==> src/sv/encoder_pi_speed_position_loop_unit_macros.svh <==
// Assertion macros for the encoder PI speed and position loop unit.
// Used by files that carry concurrent assertions; expects clk and rst in scope.
`ifndef ENCODER_PI_SPEED_POSITION_LOOP_UNIT_MACROS_SVH
`define ENCODER_PI_SPEED_POSITION_LOOP_UNIT_MACROS_SVH

// same-cycle implication, checked outside reset
`define EPSL_ASSERT_NOW(label, ante, cons, msg) \
  label: assert property (@(posedge clk) disable iff (rst) (ante) |-> (cons)) \
    else $error(msg);

// next-cycle implication, checked outside reset
`define EPSL_ASSERT_NEXT(label, ante, cons, msg) \
  label: assert property (@(posedge clk) disable iff (rst) (ante) |=> (cons)) \
    else $error(msg);

`endif

==> src/sv/epsl_pkg.sv <==
// Shared types, widths, register indexes and microcode for the encoder PI loop.
// No dependencies; imported by epsl_mul and the top level.
package epsl_pkg;

  localparam int A_W    = 35;  // multiplier operand A, signed
  localparam int B_W    = 25;  // multiplier operand B, signed
  localparam int PROD_W = A_W + B_W;
  localparam int ERR_W  = 33;
  localparam int INT_W  = 18;  // integral and drive, Q1.16 signed
  localparam int SUM_W  = PROD_W - 16 + 1;
  localparam int CFG_IDX_W = 4;
  localparam int CFG_DAT_W = 32;

  localparam logic signed [INT_W-1:0] Q_ONE     = INT_W'(65536);
  localparam logic signed [INT_W-1:0] Q_NEG_ONE = -INT_W'(65536);

  localparam logic [CFG_IDX_W-1:0] REG_KP_GAIN         = 4'd0;
  localparam logic [CFG_IDX_W-1:0] REG_KI_SPAN_GAIN    = 4'd1;
  localparam logic [CFG_IDX_W-1:0] REG_PWM_PERIOD      = 4'd2;
  localparam logic [CFG_IDX_W-1:0] REG_SPEED_SCALE     = 4'd3;
  localparam logic [CFG_IDX_W-1:0] REG_HEIGHT_SCALE    = 4'd4;
  localparam logic [CFG_IDX_W-1:0] REG_HEIGHT_DEADBAND = 4'd5;
  localparam logic [CFG_IDX_W-1:0] REG_SEEK_SPEED      = 4'd6;
  localparam logic [CFG_IDX_W-1:0] REG_COUNT_NEGATE    = 4'd7;

  typedef logic [2:0] step_t;
  localparam step_t STEP_IDLE   = 3'd0;
  localparam step_t STEP_SPEED  = 3'd1;
  localparam step_t STEP_ERR    = 3'd2;
  localparam step_t STEP_HEIGHT = 3'd3;
  localparam step_t STEP_INTEG  = 3'd4;
  localparam step_t STEP_DRIVE  = 3'd5;
  localparam step_t STEP_STEER  = 3'd6;
  localparam step_t STEP_OUT    = 3'd7;

  typedef enum logic [2:0] {
    MUL_NONE, MUL_SPEED, MUL_HEIGHT, MUL_KI, MUL_KP, MUL_PWM
  } mul_sel_t;

  typedef enum logic [2:0] {
    OP_NONE, OP_CAPTURE, OP_SPEED, OP_HEIGHT, OP_INTEG, OP_DRIVE, OP_STEER, OP_OUTPUT
  } op_t;

  typedef enum logic [1:0] {
    JMP_NEXT, JMP_WAIT_IN, JMP_WAIT_OUT
  } jump_t;

  typedef struct packed {
    mul_sel_t mul_sel;
    op_t      op;
    jump_t    jmp;
  } ctrl_t;

  // control store: one word per step
  function automatic ctrl_t ucode(step_t s);
    ctrl_t w;
    case (s)
      STEP_IDLE:   w = '{MUL_NONE,   OP_CAPTURE, JMP_WAIT_IN};
      STEP_SPEED:  w = '{MUL_SPEED,  OP_NONE,    JMP_NEXT};
      STEP_ERR:    w = '{MUL_HEIGHT, OP_SPEED,   JMP_NEXT};
      STEP_HEIGHT: w = '{MUL_KI,     OP_HEIGHT,  JMP_NEXT};
      STEP_INTEG:  w = '{MUL_KP,     OP_INTEG,   JMP_NEXT};
      STEP_DRIVE:  w = '{MUL_NONE,   OP_DRIVE,   JMP_NEXT};
      STEP_STEER:  w = '{MUL_PWM,    OP_STEER,   JMP_NEXT};
      // PWM product stays selected so it holds while the result waits
      STEP_OUT:    w = '{MUL_PWM,    OP_OUTPUT,  JMP_WAIT_OUT};
      default:     w = '{MUL_NONE,   OP_NONE,    JMP_NEXT};
    endcase
    return w;
  endfunction

  function automatic logic signed [INT_W-1:0] clamp_one(logic signed [SUM_W-1:0] v);
    if (v > SUM_W'(Q_ONE)) return Q_ONE;
    if (v < SUM_W'(Q_NEG_ONE)) return Q_NEG_ONE;
    return INT_W'(v);
  endfunction

endpackage

==> src/sv/epsl_mul.sv <==
// Shared signed multiplier with a registered product.
// Depends on epsl_pkg for operand and product widths.
module epsl_mul import epsl_pkg::*; (
  input  logic                     clk,
  input  logic signed [A_W-1:0]    a,
  input  logic signed [B_W-1:0]    b,
  output logic signed [PROD_W-1:0] prod
);

  always_ff @(posedge clk) begin
    prod <= PROD_W'(a) * PROD_W'(b);
  end

endmodule

==> config.mk <==
export PLATFORM = sky130hd
export DESIGN_NAME = epsl_mul
export DESIGN_NICKNAME = d
export VERILOG_FILES = /design/src/sv/encoder_pi_speed_position_loop_unit_macros.svh /design/src/sv/epsl_pkg.sv /design/src/sv/epsl_mul.sv
export SDC_FILE = /design/constraint.sdc
export NUM_CORES = 2
export LEC_CHECK = 0
export ABC_AREA = 1
export BUFFER_PORTS_ARGS = -buffer_cell sky130_fd_sc_hd__buf_2
export CELL_PAD_IN_SITES_DETAIL_PLACEMENT = 0
export CELL_PAD_IN_SITES_GLOBAL_PLACEMENT = 2
export CORE_UTILIZATION = 42
export CTS_BUF_LIST = sky130_fd_sc_hd__clkbuf_16
export DETAILED_ROUTE_END_ITERATION = 8
export PLACE_DENSITY_LB_ADDON = 0.08
export SYNTH_ARGS = -nofsm -noshare
export SYNTH_HDL_FRONTEND = slang
export SYNTH_SLANG_ARGS = --single-unit
==> constraint.sdc <==
create_clock -name clk -period 18.1 [get_ports clk]
set_input_delay 0.905 -clock clk [delete_from_list [all_inputs] [get_ports clk]]
set_output_delay 0.905 -clock clk [all_outputs]
set_load 0.005 [all_outputs]
==> results <==
- The flow ran to the end, and the final reports show no timing, DRC or antenna violations.
- The commonest non-fill, non-tap cell in the layout is sky130_fd_sc_hd__inv_1.
- The largest registers in the layout are prod x60.
- The time the worst path needs with I/O delays and setup is 7405 ps.
- The number of global-route vias before repair is 29098.
- After filler insertion, the fill cell instance count of the layout stands at 8593.
- The number of antenna violations at the first check in global routing is 2.
- Setup repair after global routing left no endpoint under its margin.
- The share of the Yosys chip area taken by registers is 3.449%.
- The post-CTS repair timing setup buffer count is 0.
- The die area is 0.08409 mm2.
- Once placement completed, the tool counted placed cells totaling 5655.
- Leaving out fill and tap cells, the most frequent cells in the layout are sky130_fd_sc_hd__inv_1, sky130_fd_sc_hd__nand2_1, sky130_fd_sc_hd__fa_1, sky130_fd_sc_hd__ha_1, sky130_fd_sc_hd__buf_2.
- The worst setup slack after placement is 10310 ps.
- Dividing the detail-routed via count by the number of cells gives 4.623.
- The number of nets in the layout is 5706.
- In the post-route analysis, the smallest setup slack over all paths is 10690 ps.
- The final estimated routing congestion in global placement is 0.8753.
- The number of buffers and inverters on the critical path is 8.
- The H-tree generated during clock tree synthesis spans 3 levels.
- The placeable core region is 0.08211 mm2.
- For this design, the slowest cell found on the critical path is sky130_fd_sc_hd__fa_1.
- Wires add up to 102.2 mm.
- The number of warning messages in the yosys log is 0.
- The type of the tightest min-delay check is input pin to flop.
- The largest fanout on the critical path is 35.
- The count of nets left with antenna violations once routing finished came out at 0.
- The number of nets in the synthesized netlist is 5748.
- In this design, the stage delay of the slowest critical-path cell is 1130 ps.
- The cell count after synthesis came out at 4638.
- Of the cells placed in the final design, the portion with a size suffix greater than 1 is 4.912%.
- The routed layout has 26221 vias.
- The CTS tree is done.
- The post-route clock period utilization is 40.91%.
- The clock passes through at most 2 buffers.
- After detailed routing, the number of remaining DRC violations is 0.
- The half-perimeter wire length after placement is 87.10 mm.
- The cell at the root of the clock tree is sky130_fd_sc_hd__clkbuf_16.
- The reported max-cap violation count is 0.
- The cell area after technology mapping is 0.03483 mm2.
- The type of destination of the critical path is a flop.
- The final setup violation count is 0.
- Dividing the detail-routed wire length by the instance count gives 18.01 um.
- In this run the count of I/O pins placed on the die edge is 121.
- The floorplan row count is 105.
- The post-synthesis average cell area is 7.510 um2.
- At the worst endpoint, the required time is 18330 ps.
- The critical path goes through buf_2, buf_4, nand2_1, inv_1, fa_1, fa_1, fa_1, inv_1, fa_1, inv_1, fa_1, inv_1, fa_1, inv_1, ha_1, nand2_2, nor2_2, inv_1, nor2_2, and2_1, and2_1, nand2_1, nand4_1, nand2_1.
- The register with the most flip-flops in the layout has 60 of them.
- The number of max-slew violations in the final report is 0.
- After the flow finishes, the layout carries non-filler instances totaling 5672.
- The cts-stage hold buffer count is 0.
- Adding up every negative setup slack in the final design gives 0 ps.
- The worst pin sits at a relative slew slack of 29.02%.
- STA classifies the critical path startpoint as an input pin.
- The die height is 290.0 um.
- The sum of overflow across all layers after global routing is 0.
- Gates resized during post-CTS repair numbered 0.
- The number of distinct library cell variants in the gate-level netlist after synthesis is 28.
- The first routing iteration left 1256 violations.
- The global-route wire length before repair is 168.7 mm.
- The transition time at the pin with the least slew margin is 1062 ps.
- Hold is met by 1118 ps.
- The overall die width is 290.0 um.
- The critical path arrival is 7640 ps.
- The largest net degree at the start of global routing is 36.
- The register ranked first by flip-flop count is prod.
- TritonCTS created 9 clock buffers.
- The highest attainable clock frequency is 135.0 MHz.
- The number of hold-slack violations in the final timing report was 0.
- The post-CTS clock slew at the launch and capture registers of the worst setup and hold paths is 50 ps.
- The kind of critical path is input pin to flop.
- Before antenna repair, the detailed router went through 5 iterations.
- The number of clock sinks seen by CTS is 60.
- The cell family contributing the most delay on the critical path is adder cells.
- The total of buffers placed on input and output ports is 120.
- The starting density of the core is 42.42%.
- From synthesis to final layout, the design area changed by 4.835%.
- The global-route usage over all layers is 26.00%.
- The number of storage elements in the synthesis netlist is 60.
## worst paths after layout
check | depth (start not counted) | slack [ps] | endpoint | startpoint
setup / recovery | 24 | 10690 | prod[52] | b[1]
hold / removal | 4 | 1120 | prod[0] | a[0]
## metrics by stage
step,cell area [um2],util (%)
after global routing,36520,44.47
final,36520,44.47
after detailed placement,36240,44.13
after global placement,36240,44.13
after floorplan,34830,-
after CTS,36510,44.47
## metal layers
layer | routed length [um] | global-route usage, % | vias to the layer above
met5 | 11 | 0 | -
met4 | 1014 | 3.204 | 2
met3 | 2697 | 1.271 | 58
met2 | 51670 | 46.07 | 375
met1 | 46760 | 36.15 | 13398
li1 | - | - | 12388
## cells in the mapped netlist
cell type                  instances  area [um2]
sky130_fd_sc_hd__inv_1          1585        5949
sky130_fd_sc_hd__nand2_1        1402        5263
sky130_fd_sc_hd__fa_1            888       17780
sky130_fd_sc_hd__clkbuf_1        202       758.2
sky130_fd_sc_hd__ha_1            161        2014
sky130_fd_sc_hd__nor2_1           99       371.6
sky130_fd_sc_hd__nand3_1          61       305.3
sky130_fd_sc_hd__dfxtp_1          60        1201
sky130_fd_sc_hd__a21oi_1          36       180.2
sky130_fd_sc_hd__xor2_1           27       236.5
sky130_fd_sc_hd__nor2_2           24       150.1
sky130_fd_sc_hd__nand4_1          23       143.9
sky130_fd_sc_hd__nand2_2          12       75.07
sky130_fd_sc_hd__nor3_1            8       40.04
sky130_fd_sc_hd__or2_2             8       50.05
sky130_fd_sc_hd__and2_1            6       37.54
sky130_fd_sc_hd__xnor2_1           6       52.55
sky130_fd_sc_hd__nand3_2           5       50.05
sky130_fd_sc_hd__o21ai_0           5       25.02
sky130_fd_sc_hd__inv_2             4       15.01
sky130_fd_sc_hd__nor2_4            4       45.04
sky130_fd_sc_hd__and3_1            2       12.51
sky130_fd_sc_hd__buf_1             2       7.510
sky130_fd_sc_hd__nor3_2            2       20.02
sky130_fd_sc_hd__nor4_1            2       12.51
sky130_fd_sc_hd__o21bai_1          2       15.01
sky130_fd_sc_hd__nor3_4            1       16.27
sky130_fd_sc_hd__or2_1             1       6.260
## logic make-up (layout without fill, tap and decap cells)
| group | after synthesis | in the layout | share of synthesized area (%) |
|---|---|---|---|
| compound gates | 43 | 43 | 0.6322 |
| xor+xnor | 33 | 33 | 0.8298 |
| fa+ha+maj | 1049 | 1049 | 56.82 |
| buf+inv | 1793 | 1756 | 19.32 |
| flops | 60 | 60 | 3.449 |
| other cells | 0 | 1 | 0 |
| simple gates | 1660 | 1660 | 18.95 |
## cell type report
cell class | count | area (um2) | share of cell area, %
Multi-Input combinational cell | 2785 | 26900 | 73.67
Timing Repair Buffer | 151 | 833.3 | 2.282
Clock inverter | 7 | 50.05 | 0.1371
Tap cell | 1070 | 1339 | 3.666
Clock buffer | 9 | 225.2 | 0.6168
Antenna cell | 1 | 2.502 | 0.006853
Sequential cell | 60 | 1201 | 3.289
Inverter | 1589 | 5964 | 16.33
## tightest hold or removal path, stage by stage
cell                      delay (ps)
sky130_fd_sc_hd__buf_2            90
sky130_fd_sc_hd__buf_4           250
sky130_fd_sc_hd__nand2_1         120
sky130_fd_sc_hd__inv_1            40
Power is left out: the tool's default activity adds up to more than one toggle a clock period on the data nets, which glitch-free logic cannot reach.
